--- config.mk ---
export PLATFORM = sky130hd
export DESIGN_NAME = xor_checked_keypoint_frame_parser_top
export DESIGN_NICKNAME = d
export VERILOG_FILES = /design/src/design/kpfp_pkg.sv /design/src/design/kpfp_rec_mem.sv /design/src/design/xor_checked_keypoint_frame_parser_top.sv
export SDC_FILE = /design/constraint.sdc
export NUM_CORES = 1
export LEC_CHECK = 0
export ABC_AREA = 1
export BUFFER_PORTS_ARGS = -buffer_cell sky130_fd_sc_hd__buf_2
export CAP_MARGIN = 20
export CORE_UTILIZATION = 40
export CTS_BUF_LIST = sky130_fd_sc_hd__clkbuf_4
export DETAILED_ROUTE_END_ITERATION = 8
export HOLD_SLACK_MARGIN = 0.12
export MAX_ROUTING_LAYER = met4
export PLACE_DENSITY = 0.65
export SKIP_LAST_GASP = 1
export SLEW_MARGIN = 10
export SYNTH_ARGS = -nofsm -noshare
export SYNTH_HDL_FRONTEND = slang
export SYNTH_HIERARCHICAL = 1
export SYNTH_SLANG_ARGS = --single-unit
--- constraint.sdc ---
create_clock -name clk -period 7.72 [get_ports clk]
set_input_delay 1.158 -clock clk [delete_from_list [all_inputs] [get_ports clk]]
set_output_delay 1.158 -clock clk [all_outputs]
set_load 0.1 [all_outputs]
--- src/design/kpfp_pkg.sv ---
// Package for the keypoint frame parser: frame layout constants, record
// lane codes, register indexes and the types shared by the top level and
// the record memory. Depends on nothing.
`default_nettype none

package kpfp_pkg;

  // Register indexes on the write port
  localparam logic REG_HEADER = 1'b0;
  localparam logic REG_TAIL   = 1'b1;

  // Frame layout
  localparam logic [7:0] KP_TYPE      = 8'h10;
  localparam logic [5:0] KP_FRAME_LEN = 6'd36;
  localparam logic [5:0] KP_SEQ_IDX   = 6'd3;
  localparam logic [5:0] KP_XY_BASE   = 6'd4;
  localparam logic [5:0] KP_CONF_BASE = 6'd28;
  localparam logic [5:0] KP_CONF_END  = 6'd33;
  localparam logic [2:0] KP_LAST_JOINT = 3'd5;
  localparam int         MIN_FRAME_LEN = 4;
  localparam int         MAX_FRAME_LEN = 36;

  // Byte lanes of one joint record: x (16), y (16), confidence (8)
  localparam logic [2:0] LANE_X_LO = 3'd0;
  localparam logic [2:0] LANE_X_HI = 3'd1;
  localparam logic [2:0] LANE_Y_LO = 3'd2;
  localparam logic [2:0] LANE_Y_HI = 3'd3;
  localparam logic [2:0] LANE_CONF = 3'd4;

  localparam int REC_W      = 40;
  localparam int REC_ADDR_W = 4;   // {bank, joint}
  localparam int DESC_DEPTH = 4;
  localparam int DESC_PTR_W = 2;

  typedef struct packed {
    logic                  en;
    logic [REC_ADDR_W-1:0] addr;
    logic [2:0]            lane;
    logic [7:0]            data;
  } rec_wr_t;

  typedef struct packed {
    logic                  en;
    logic [REC_ADDR_W-1:0] addr;
  } rec_rd_t;

  // One accepted frame waiting for its results
  typedef struct packed {
    logic        kp;
    logic [7:0]  ftype;
    logic [7:0]  seq;
    logic        bank;
    logic [31:0] count;
  } desc_t;

endpackage

`default_nettype wire

--- src/design/kpfp_rec_mem.sv ---
// Joint record memory: two banks of six 40-bit records, byte-lane writes,
// one registered read port. Depends on kpfp_pkg.
`default_nettype none

module kpfp_rec_mem
  import kpfp_pkg::*;
(
  input  wire logic             clk,
  input  wire rec_wr_t          wr,
  input  wire rec_rd_t          rd,
  output logic [REC_W-1:0]      rd_data_r
);

  logic [REC_W-1:0] mem [0:(1<<REC_ADDR_W)-1];

  always_ff @(posedge clk) begin
    if (wr.en) begin
      unique case (wr.lane)
        LANE_X_LO: mem[wr.addr][7:0]   <= wr.data;
        LANE_X_HI: mem[wr.addr][15:8]  <= wr.data;
        LANE_Y_LO: mem[wr.addr][23:16] <= wr.data;
        LANE_Y_HI: mem[wr.addr][31:24] <= wr.data;
        LANE_CONF: mem[wr.addr][39:32] <= wr.data;
        default: ;
      endcase
    end
  end

  always_ff @(posedge clk) begin
    if (rd.en) begin
      rd_data_r <= mem[rd.addr];
    end
  end

endmodule

`default_nettype wire

--- src/design/xor_checked_keypoint_frame_parser_top.sv ---
// Top level of the XOR-checked keypoint frame parser: byte parser, frame
// queue and result drain around the joint record memory.
// Depends on kpfp_pkg and kpfp_rec_mem.
//
//   port group | dir | width          | contents
//   -----------+-----+----------------+----------------------------------------
//   in_*       | in  | tdata 8        | rx_byte, one request per received byte
//   out_*      | out | tdata 96, u 1  | zero, one or six results per request
//   cfg_*      | in  | addr 1, data 8 | 0 header_byte, 1 tail_byte
//
// One byte is taken per cycle while the input is not stalled. Header, type,
// sequence, checksum and tail are held in registers; the joint bytes of a
// keypoint frame go straight into a record in one of two memory banks. Each
// result passes through the drain as a memory read, then the output register,
// and the drain starts no new read while one is pending. Reset is synchronous,
// active low, and clears all control state; the memory needs no clearing. The
// input stalls only while the frame queue is full or while a keypoint byte
// would land in a bank whose results are still waiting on the output.
`default_nettype none

module xor_checked_keypoint_frame_parser_top
  import kpfp_pkg::*;
#(
  parameter int SHORT_FRAME_LEN = 12
) (
  input  wire logic        clk,
  input  wire logic        rst_n,
  // in_tdata: [7:0] rx_byte
  input  wire logic        in_tvalid,
  output logic             in_tready,
  input  wire logic [7:0]  in_tdata,
  // out_tdata: [7:0] frame_type, [15:8] sequence_res, [18:16] joint,
  // [34:19] pos_x, [50:35] pos_y, [58:51] confidence, [90:59] valid_frames,
  // [95:91] zero
  output logic             out_tvalid,
  input  wire logic        out_tready,
  output logic [95:0]      out_tdata,
  // out_tuser: [0] is_keypoint
  output logic             out_tuser,
  output logic             out_tlast,
  input  wire logic        cfg_wr_en,
  input  wire logic        cfg_addr,
  input  wire logic [7:0]  cfg_wdata
);

  localparam int SHORT_CLAMP = (SHORT_FRAME_LEN < MIN_FRAME_LEN) ? MIN_FRAME_LEN :
                               (SHORT_FRAME_LEN > MAX_FRAME_LEN) ? MAX_FRAME_LEN :
                               SHORT_FRAME_LEN;
  localparam logic [5:0] SHORT_LEN = 6'(SHORT_CLAMP);

  // ---------------- configuration ----------------
  logic [7:0] header_r, tail_r;

  always_ff @(posedge clk) begin
    if (!rst_n) begin
      header_r <= 8'hAA;
      tail_r   <= 8'h55;
    end else if (cfg_wr_en) begin
      unique case (cfg_addr)
        REG_HEADER: header_r <= cfg_wdata;
        REG_TAIL:   tail_r   <= cfg_wdata;
        default: ;
      endcase
    end
  end

  // ---------------- parser state ----------------
  logic        in_frame_r;
  logic [5:0]  idx_r, len_r;
  logic [7:0]  xor_r, chk_r, type_r, seq_r;
  logic [31:0] cnt_r;
  logic        wr_bank_r;
  logic [1:0]  bank_busy_r;

  // frame queue
  desc_t                 dq_r [0:DESC_DEPTH-1];
  logic [DESC_PTR_W-1:0] dq_head_r, dq_tail_r;
  logic [DESC_PTR_W:0]   dq_cnt_r;
  logic                  dq_full, dq_push, dq_pop;
  desc_t                 dq_in, dq_head;

  logic       in_acc;
  logic [7:0] b;
  logic [5:0] len_cur;
  logic       frame_end, frame_good, kp_good;
  logic       kp_byte;
  logic [4:0] xy_off;
  logic [2:0] wr_joint, wr_lane;
  logic       bank_clr;
  logic       clr_bank;

  rec_wr_t rec_wr;
  rec_rd_t rec_rd;
  logic [REC_W-1:0] rec_rd_data;

  assign b       = in_tdata;
  assign dq_full = (dq_cnt_r == (DESC_PTR_W+1)'(DESC_DEPTH));

  // Joint bytes of a keypoint frame: x/y groups at 4..27, confidence at 28..33
  assign kp_byte = in_frame_r && (type_r == KP_TYPE) && (len_r == KP_FRAME_LEN) &&
                   (idx_r >= KP_XY_BASE) && (idx_r <= KP_CONF_END);
  assign xy_off  = 5'(idx_r - KP_XY_BASE);

  always_comb begin
    if (idx_r < KP_CONF_BASE) begin
      wr_joint = xy_off[4:2];
      wr_lane  = {1'b0, xy_off[1:0]};
    end else begin
      wr_joint = 3'(idx_r - KP_CONF_BASE);
      wr_lane  = LANE_CONF;
    end
  end

  // Hold the input while full or while the target bank still drains
  assign in_tready = !dq_full && !(kp_byte && bank_busy_r[wr_bank_r]);
  assign in_acc    = in_tvalid && in_tready;

  assign len_cur    = (idx_r == 6'd1) ? ((b == KP_TYPE) ? KP_FRAME_LEN : SHORT_LEN) : len_r;
  assign frame_end  = in_acc && in_frame_r && (idx_r == len_cur - 6'd1);
  assign frame_good = frame_end && (b == tail_r) && (chk_r == xor_r);
  assign kp_good    = frame_good && (type_r == KP_TYPE) && (len_r == KP_FRAME_LEN);

  always_comb begin
    rec_wr.en   = in_acc && kp_byte;
    rec_wr.addr = {wr_bank_r, wr_joint};
    rec_wr.lane = wr_lane;
    rec_wr.data = b;
  end

  always_ff @(posedge clk) begin
    if (!rst_n) begin
      in_frame_r <= 1'b0;
      idx_r      <= 6'd0;
      len_r      <= SHORT_LEN;
      xor_r      <= 8'd0;
      cnt_r      <= 32'd0;
      wr_bank_r  <= 1'b0;
    end else if (in_acc) begin
      if (!in_frame_r) begin
        if (b == header_r) begin
          in_frame_r <= 1'b1;
          idx_r      <= 6'd1;
          len_r      <= SHORT_LEN;
          xor_r      <= b;
        end
      end else begin
        len_r <= len_cur;
        if (({1'b0, idx_r} + 7'd2) < {1'b0, len_cur}) begin
          xor_r <= xor_r ^ b;
        end
        if (frame_end) begin
          in_frame_r <= 1'b0;
          idx_r      <= 6'd0;
          xor_r      <= 8'd0;
        end else begin
          idx_r <= idx_r + 6'd1;
        end
        if (frame_good) begin
          cnt_r <= cnt_r + 32'd1;
        end
        if (kp_good) begin
          wr_bank_r <= !wr_bank_r;
        end
      end
    end
  end

  // Payload captures of the type, sequence and checksum bytes
  always_ff @(posedge clk) begin
    if (in_acc && in_frame_r) begin
      if (idx_r == 6'd1) type_r <= b;
      if (idx_r == KP_SEQ_IDX) seq_r <= b;
      if (idx_r == len_cur - 6'd2) chk_r <= b;
    end
  end

  // ---------------- frame queue ----------------
  always_comb begin
    dq_in.kp    = kp_good;
    dq_in.ftype = type_r;
    dq_in.seq   = seq_r;
    dq_in.bank  = wr_bank_r;
    dq_in.count = cnt_r + 32'd1;
  end

  assign dq_push = frame_good;
  assign dq_head = dq_r[dq_head_r];

  always_ff @(posedge clk) begin
    if (dq_push) begin
      dq_r[dq_tail_r] <= dq_in;
    end
  end

  always_ff @(posedge clk) begin
    if (!rst_n) begin
      dq_head_r <= '0;
      dq_tail_r <= '0;
      dq_cnt_r  <= '0;
    end else begin
      if (dq_push) dq_tail_r <= dq_tail_r + DESC_PTR_W'(1);
      if (dq_pop)  dq_head_r <= dq_head_r + DESC_PTR_W'(1);
      dq_cnt_r <= dq_cnt_r + (DESC_PTR_W+1)'(dq_push) - (DESC_PTR_W+1)'(dq_pop);
    end
  end

  // ---------------- result drain ----------------
  logic        rd_pend_r;
  logic [2:0]  joint_r;
  logic        issue;
  logic        m_kp_r, m_last_r;
  logic [7:0]  m_type_r, m_seq_r;
  logic [2:0]  m_joint_r;
  logic [31:0] m_count_r;
  logic        out_tvalid_r;

  assign issue    = (dq_cnt_r != '0) && !rd_pend_r && (!out_tvalid_r || out_tready);
  assign dq_pop   = issue && (!dq_head.kp || (joint_r == KP_LAST_JOINT));
  assign bank_clr = dq_pop && dq_head.kp;
  assign clr_bank = dq_head.bank;

  always_comb begin
    rec_rd.en   = issue && dq_head.kp;
    rec_rd.addr = {dq_head.bank, joint_r};
  end

  kpfp_rec_mem u_rec_mem (
    .clk       (clk),
    .wr        (rec_wr),
    .rd        (rec_rd),
    .rd_data_r (rec_rd_data)
  );

  always_ff @(posedge clk) begin
    if (!rst_n) begin
      bank_busy_r <= 2'b00;
    end else begin
      if (bank_clr) bank_busy_r[clr_bank] <= 1'b0;
      if (kp_good)  bank_busy_r[wr_bank_r] <= 1'b1;
    end
  end

  always_ff @(posedge clk) begin
    if (!rst_n) begin
      rd_pend_r    <= 1'b0;
      joint_r      <= 3'd0;
      out_tvalid_r <= 1'b0;
    end else begin
      rd_pend_r <= issue;
      if (issue) begin
        joint_r <= dq_pop ? 3'd0 : joint_r + 3'd1;
      end
      // The output register is always empty while a read is pending
      if (rd_pend_r) begin
        out_tvalid_r <= 1'b1;
      end else if (out_tready) begin
        out_tvalid_r <= 1'b0;
      end
    end
  end

  always_ff @(posedge clk) begin
    if (issue) begin
      m_kp_r    <= dq_head.kp;
      m_type_r  <= dq_head.ftype;
      m_seq_r   <= dq_head.seq;
      m_joint_r <= joint_r;
      m_count_r <= dq_head.count;
      m_last_r  <= dq_pop;
    end
  end

  logic [95:0] out_data_r;
  logic        out_user_r, out_last_r;

  always_ff @(posedge clk) begin
    if (rd_pend_r) begin
      out_user_r <= m_kp_r;
      out_last_r <= m_last_r;
      if (m_kp_r) begin
        out_data_r <= {5'd0, m_count_r, rec_rd_data[39:32], rec_rd_data[31:16],
                       rec_rd_data[15:0], m_joint_r, m_seq_r, m_type_r};
      end else begin
        out_data_r <= {5'd0, m_count_r, 51'd0, m_type_r};
      end
    end
  end

  assign out_tvalid = out_tvalid_r;
  assign out_tdata  = out_data_r;
  assign out_tuser  = out_user_r;
  assign out_tlast  = out_last_r;

  // ---------------- checks ----------------
  a_pend_out_empty: assert property (@(posedge clk) disable iff (!rst_n)
    rd_pend_r |-> !out_tvalid_r)
    else $error("read returned while output register still full");

  a_queue_bound: assert property (@(posedge clk) disable iff (!rst_n)
    dq_cnt_r <= (DESC_PTR_W+1)'(DESC_DEPTH))
    else $error("frame queue overflow");

  a_no_busy_write: assert property (@(posedge clk) disable iff (!rst_n)
    rec_wr.en |-> !bank_busy_r[wr_bank_r])
    else $error("record write into a bank still draining");

  a_short_is_last: assert property (@(posedge clk) disable iff (!rst_n)
    (out_tvalid_r && !out_user_r) |-> out_last_r)
    else $error("non-keypoint result not marked last");

  a_kp_pop_bank_busy: assert property (@(posedge clk) disable iff (!rst_n)
    rec_rd.en |-> bank_busy_r[dq_head.bank])
    else $error("keypoint read from a bank that holds no frame");

endmodule

`default_nettype wire

Word-level counts from Yosys, hierarchy flattened. Memory sizes are Yosys's and may differ from the RTL's. A register that Yosys moved wholly into a read port is not among the register bits. Index checks and enable logic that the tools add are counted. W data, S select, Z words.

Register bits: 259. Memory bits (writable): 840. Bits of input ports: 22. Output and inout port bits: 100. Logic and storage cells: 161. Memories kept: 2.

Add/subtract/negate cells: 12. Order comparisons: 8. Equal/unequal tests: 17. Muxes and demuxes: 47. Bitwise gates (word level): 5. Reduce and logical (&&, ||, !) cells: 42.

Memory list: u_rec_mem.mem (depth 16, bits a word 40, rd ports 1, clocked after Yosys merged registers in 1, wr ports 1, RTL line kpfp_rec_mem.sv:14) `logic [REC_W-1:0] mem [0:(1<<REC_ADDR_W)-1];`; dq_r (depth 4, bits a word 50, rd ports 1, clocked after Yosys merged registers in 1, wr ports 1, RTL line xor_checked_keypoint_frame_parser_top.sv:76) `desc_t dq_r [0:DESC_DEPTH-1];`.

Operator list (number): $mux W6 (7); $add A32 B1 Y32 const B (1); $mux W8 (4); $mux W1 (26); $eq A8 B8 Y1 (3); $logic_and A1 B1 Y1 (21); $eq A8 B5 Y1 const B (2); $eq A6 B6 Y1 (2); $reduce_and A2 Y1 (6); $mux W2 (5); $eq A3 B3 Y1 const B (3); $mux W3 (3); $reduce_and A3 Y1 (3); $xor A8 B8 Y8 (1); $add A6 B2 Y7 const B (1); $lt A7 B6 Y1 (1); $add A6 B1 Y6 const B (1); $eq A3 B2 Y1 const B (2); $eq A6 B1 Y1 const B (1); $eq A6 B2 Y1 const B (1); $eq A6 B6 Y1 const B (1); $ge A6 B3 Y1 const B (1); $le A6 B6 Y1 const B (1); $logic_not A1 Y1 (6); 22 further kinds (28).

Depth between registers and ports, before layout.
Depth after elaboration: 16. Mapped depth: 27. Mapped depth without buffers: 26.

Modules after synthesis. Netlist, hierarchy kept.

By module, submodules not included: kpfp_rec_mem (times used 1, cells each 2739, area an instance 29125.4 µm², seq. area each 20419.6 µm²); xor_checked_keypoint_frame_parser_top (times used 1, cells each 1580, area an instance 18353.9 µm², seq. area each 12832.3 µm²).

Worst setup path before layout. Ideal clock, no wire load.

Path kind: register -> register. From: reg rd_pend_r. To: reg dq_cnt_r[2]. Library setup time: 124 ps. Arrival: 5266 ps. Data required time: 7596 ps. Path slack: 2330 ps. Stages on the path, launching flop included: 14. Path buffers: 0. Period minus slack after synthesis: 5390 ps. Cell sequence: dfxtp_1 -> a21oi_1 -> o31ai_1 -> inv_1 -> nand2_1 -> clkinv_1 -> ha_1 -> inv_1 -> ha_1 -> inv_1 -> fa_1 -> xor2_1 -> o21ai_0 -> a21oi_1.

Word-level cells in the longest chain between the ends: 5.

Ends and longest elaborated chain: start: declaration (RTL line xor_checked_keypoint_frame_parser_top.sv:208) `logic rd_pend_r;`; start signal: assignment (RTL line xor_checked_keypoint_frame_parser_top.sv:249) `rd_pend_r <= issue;`; $logic_not A1 Y1 (RTL line xor_checked_keypoint_frame_parser_top.sv:217) `assign issue = (dq_cnt_r != '0) && !rd_pend_r && (!out_tvalid_r || out_tready);`; $logic_and A1 B1 Y1 (2 in a row) (RTL line xor_checked_keypoint_frame_parser_top.sv:217); net issue (RTL line xor_checked_keypoint_frame_parser_top.sv:210) `logic issue;`; $logic_and A1 B1 Y1 (RTL line xor_checked_keypoint_frame_parser_top.sv:218) `assign dq_pop = issue && (!dq_head.kp || (joint_r == KP_LAST_JOINT));`; net dq_pop (RTL line xor_checked_keypoint_frame_parser_top.sv:79) `logic dq_full, dq_push, dq_pop;`; $sub A3 B1 Y3 (RTL line xor_checked_keypoint_frame_parser_top.sv:203) `dq_cnt_r <= dq_cnt_r + (DESC_PTR_W+1)'(dq_push) - (DESC_PTR_W+1)'(dq_pop);`; end signal: assignment (RTL line xor_checked_keypoint_frame_parser_top.sv:203); end: declaration (RTL line xor_checked_keypoint_frame_parser_top.sv:78) `logic [DESC_PTR_W:0] dq_cnt_r;`.

The timed path passes the listed nets, and every way through them passes these cells. A chain may end at the register's enable or synchronous reset.

Final worst setup path.
From: reg idx_r[1]. To: mem dq_r[1][19] (netlist name) (enable).

Word-level cells in the longest chain between the ends: 13. Elaborated cells between the ends (all ways): 18. Those cells by class: add/sub (1); order compare (2); eq/ne (2); mux (3); reduce/logical (10).

Ends and longest elaborated chain: start: declaration (RTL line xor_checked_keypoint_frame_parser_top.sv:69) `logic [5:0] idx_r, len_r;`; start signal: assignment (RTL line xor_checked_keypoint_frame_parser_top.sv:156) `idx_r <= idx_r + 6'd1;`; parallel branches: the longest is 8 deep, another holds $sub A6 B1 Y6; $logic_and A1 B1 Y1 (*) (RTL line xor_checked_keypoint_frame_parser_top.sv:119) `assign frame_end = in_acc && in_frame_r && (idx_r == len_cur - 6'd1);`; $logic_and A1 B1 Y1 (*) (2 in a row) (RTL line xor_checked_keypoint_frame_parser_top.sv:120) `assign frame_good = frame_end && (b == tail_r) && (chk_r == xor_r);`; $mux W1 (*) (RTL line xor_checked_keypoint_frame_parser_top.sv:190) `if (dq_push) begin`; $mux W1 (implied by the code) (*) (RTL line xor_checked_keypoint_frame_parser_top.sv:191) `dq_r[dq_tail_r] <= dq_in;`; end: declaration (RTL line xor_checked_keypoint_frame_parser_top.sv:76).

Mark *: on every way between the ends.

==> impl_summary.md <==
Routing
The DRC violation count after routing is 0. After detailed routing, the number of vias per cell comes to 4.91. The first routing iteration left 2764 violations. Dividing the detail-routed wire length by the instance count gives 17.7 um. For this block, the via count after detailed routing is 31000. The routed wire length is 112000 um. In this run the remaining antenna-violating nets after routing total 0.

For this run, the detailed router's first-pass iteration total came to 6.

Worst setup path
The worst setup path is captured at a register. The cell with the most instances on the worst path is sky130_fd_sc_hd__nor2_2. The critical path launch point is idx_r[1]$_SDFFE_PN0P_. STA classifies the critical path startpoint as a register. The worst-path maximum fanout is 43. The delay of the slowest cell on the worst path is 0.79 ns. The critical path required time is 8.49 ns. The beginning of the worst register-to-register path is idx_r[1]$_SDFFE_PN0P_.

The start-to-end type of the worst setup path is register to register. The signal arrival time at the worst endpoint is 5.28 ns. Traced cell by cell, the critical path runs through inv_1, ha_1, nand2_1, nor2_2, nor2_2, inv_1, ha_1, xnor2_1, nor2_1, nand2_1, nor2_1, o21ai_1, nor2_2, nand2_4, inv_4, nand2_4, nor2_4, buf_4. The master of the slowest instance on the critical path is sky130_fd_sc_hd__nor2_4.

Floorplan
The starting utilization of the core area is 40.3%. Measured along the y axis, the die boundary spans 347 um. The area enclosed by the die boundary is 120000 sq um. For this design the top-level I/O count stands at 122. The die width is 347 um. The total core area is 118000 sq um. The floorplan has 126 rows.

Logic synthesis
Summing the areas of all xor and xnor instances in the mapped netlist gives 1.24% of the synthesized area. The flop and latch count out of synthesis is 1136. In the post-synthesis netlist, the biggest area contributors are sky130_fd_sc_hd__edfxtp_1 (66%), sky130_fd_sc_hd__nand2_1 (8.5%), sky130_fd_sc_hd__nand3_1 (5.6%). The count of mapped cells out of synthesis is 4319. The sequential share of the synthesized area is 70.0%.

The share of synthesized cell area in and, or, nand and nor gates is 17.6%. Summing every instance area after synthesis gives 47500 sq um. The share of synthesized cell area in full adder, half adder and majority cells is 0.701%. The cell type contributing the most total cell area after synthesis is sky130_fd_sc_hd__edfxtp_1. The fraction of synthesized area in multiplexers is 0%. By area, the combinational part of the netlist is dominated by simple AND/OR/NAND/NOR gates. After synthesis, the mean cell area works out to 11.0 sq um. The yosys synthesis warning count is 6. Summing the areas of all compound-gate instances in the mapped netlist gives 2.75% of the synthesized area. Summed over its instances, the top area cell type makes up 66.4% of the synthesized netlist area. After synthesis, the netlist uses 46 different library cells.

Clocking
The clock passes through at most 4 buffers. The clock root buffer is sky130_fd_sc_hd__clkbuf_4. After clock tree synthesis, the clock-pin slew on the worst setup and hold paths is 0.06 ns. Clock tree synthesis inserted a total of 302 buffers.

The H-tree was split into 5 levels. The post-CTS setup buffer count is 0. Clock tree synthesis found a total of 1136 sinks.

At the later pin of the worst-skew pair, clock insertion delay measures 1.21 ns. The CTS tree is built.

STA
The smallest clock period supported by the final layout is computed as 4.51 ns. The fmax is 222 MHz. The post-route fraction of the period consumed by the critical path is 58.4%. The final count of hold timing violations was 0.

Setup repair after global routing left no endpoint under its margin. At the pin with the least slew margin, the transition time is 1.12 ns. The count of endpoints failing setup in the final report is 0. Between clock sinks in the finished design, the worst skew comes to 0.0970 ns. The number of pins exceeding their max-slew limit in the final report is 0.

Headroom to the max-slew limit came out at 25.3%. Adding up every negative setup slack in the final design gives 0 ns.

GRT
The total congestion overflow is 0. The number of global-route vias before repair is 30100. The initial antenna violation count is 7. The first global-routing pass estimated 172000 um of wire.

The largest net degree at the start of global routing is 210. The global routing usage summed across all routing layers is 19.1%.

Power and ir drop
Across the VDD grid, the largest voltage drop is 145 uV. The overall power consumption is 0.0117 W. Dividing total power by cell area gives a power density of 222 nW/um^2. The leakage power figure is 21.6 nW.

Final layout
Leaving out fill and tap cells, the most frequent cell in the layout is sky130_fd_sc_hd__nand2_1. In the layout the commonest cells are sky130_fd_sc_hd__nand2_1 (1073), sky130_fd_sc_hd__edfxtp_1 (1050), sky130_fd_sc_hd__inv_1 (631). The count of nets after finishing is 4632. From synthesis to final layout, the design area changed by 11.2%.

The fraction of layout cells with a size suffix above 1 is 13.3%.

Hold path
The startpoint of the most critical hold path is cfg_wdata[1]. The tightest min-delay check is of the primary input to register type.

Placed design
Once detailed placement completed, the half-perimeter wirelength came to 64500 um. The count of buffers added on input and output ports is 116. The congestion estimate from routability-driven global placement came to 0.855.

Outcome
The run finished with clean final reports.

Run
Across the run, the number of max-cap violations was 0.
synthesized netlist by cell type, drive strengths merged:
library cell and n:
a2111o 1, nand3 531, nand3b 3, xor2 46, o31ai 2, dfxtp 86
clkinv 6, nor4 4, a41oi 1, nor3b 1, nor2 352, inv 640
or2 6, o211ai 2, xnor2 21, nand2 1081, conb 1, fa 1
nand4 12, edfxtp 1050, a21oi 29, clkbuf 57, o2111ai 3, o22ai 49
nor3 14, ha 25, buf 142, o21ai 152, a211oi 1
timing repair:
item | 4_1_cts | 5_1_grt
hold buffers | 6 | 0
hold endpoints to repair | 7 | 0
resized for setup | 0 | 0
routing by layer:
layer	GRT usage, %	up-vias	share of wire (%)
met5	-	-	0
met4	6.74	0	2.2
met3	4.03	181	7.6
met2	29.9	1193	47
met1	24.7	14700	43
li1	-	14900	-
critical path: cells and delay by family, from the launching register on:
| kind | cells | cell delay, ns |
|---|---|---|
| and+or+nand+nor | 10 | 1.94 |
| buffers and inverters | 4 | 0.87 |
| DFF | 1 | 0.50 |
| adders and majority gates | 2 | 0.57 |
| xor gates and xnor gates | 1 | 0.13 |
| AOI/OAI and AO/OA | 1 | 0.08 |
state kept, by name, summed over array words and instances (netlist names), 32 cells and up, named ones only:
signal	count
cnt_r	32
dq_r	200
m_count_r	32
out_tdata	91
u_rec_mem/mem	640
u_rec_mem/rd_data_r	40
stage by stage:
stage	util (%)	instance area [sq um]	setup slack, ns	cells	hold slack [ns]
3_3_place_gp	41.7	49100	2.88	5809	0.405
5_1_grt	44.8	52800	2.73	6324	0.155
2_1_floorplan	-	47500	2.33	4323	0.400
3_5_place_dp	41.7	49100	2.88	5809	0.405
4_1_cts	44.7	52700	3.07	6317	0.127
6_report	44.8	52800	3.21	6324	0.300
where the power goes:
part	switching, W	total [W]	leakage (nW)	internal (W)
sequential	0.00000606	0.00669	10.4	0.00668
clock	0.00232	0.00489	2.12	0.00257
combinational	0.000110	0.000134	9.11	0.0000245
path summary, 6_finish.rpt:
path	endpoint	slack, ns	depth (start not counted)
max reg2reg	dq_r[1][19]$_DFFE_PP_	3.21	18
min reg2reg	out_tdata[60]$_DFFE_PP_	0.40	0
max	dq_r[1][19]$_DFFE_PP_	3.21	18
min	header_r[1]$_SDFFE_PN1P_	0.30	3
cell type report:
| cell class | count | area (sq um) |
|---|---|---|
| antenna | 6 | 15.0 |
| clock buffer | 427 | 3210 |
| clock inverter | 75 | 323 |
| fill | 10900 | 65100 |
| inverter | 646 | 2450 |
| multi-input combinational | 2342 | 10600 |
| sequential | 1136 | 33300 |
| tap | 1536 | 1920 |
| timing repair buffer | 156 | 948 |
kinds of logic after synthesis:
kind of cell,count (synthesis)
AOI/OAI and AO/OA,240
xor gates and xnor gates,67
DFF,1136
other,1
buffers and inverters,845
and+or+nand+nor,2004
adders and majority gates,26
Note: power is estimated with default switching activity, not from simulation.
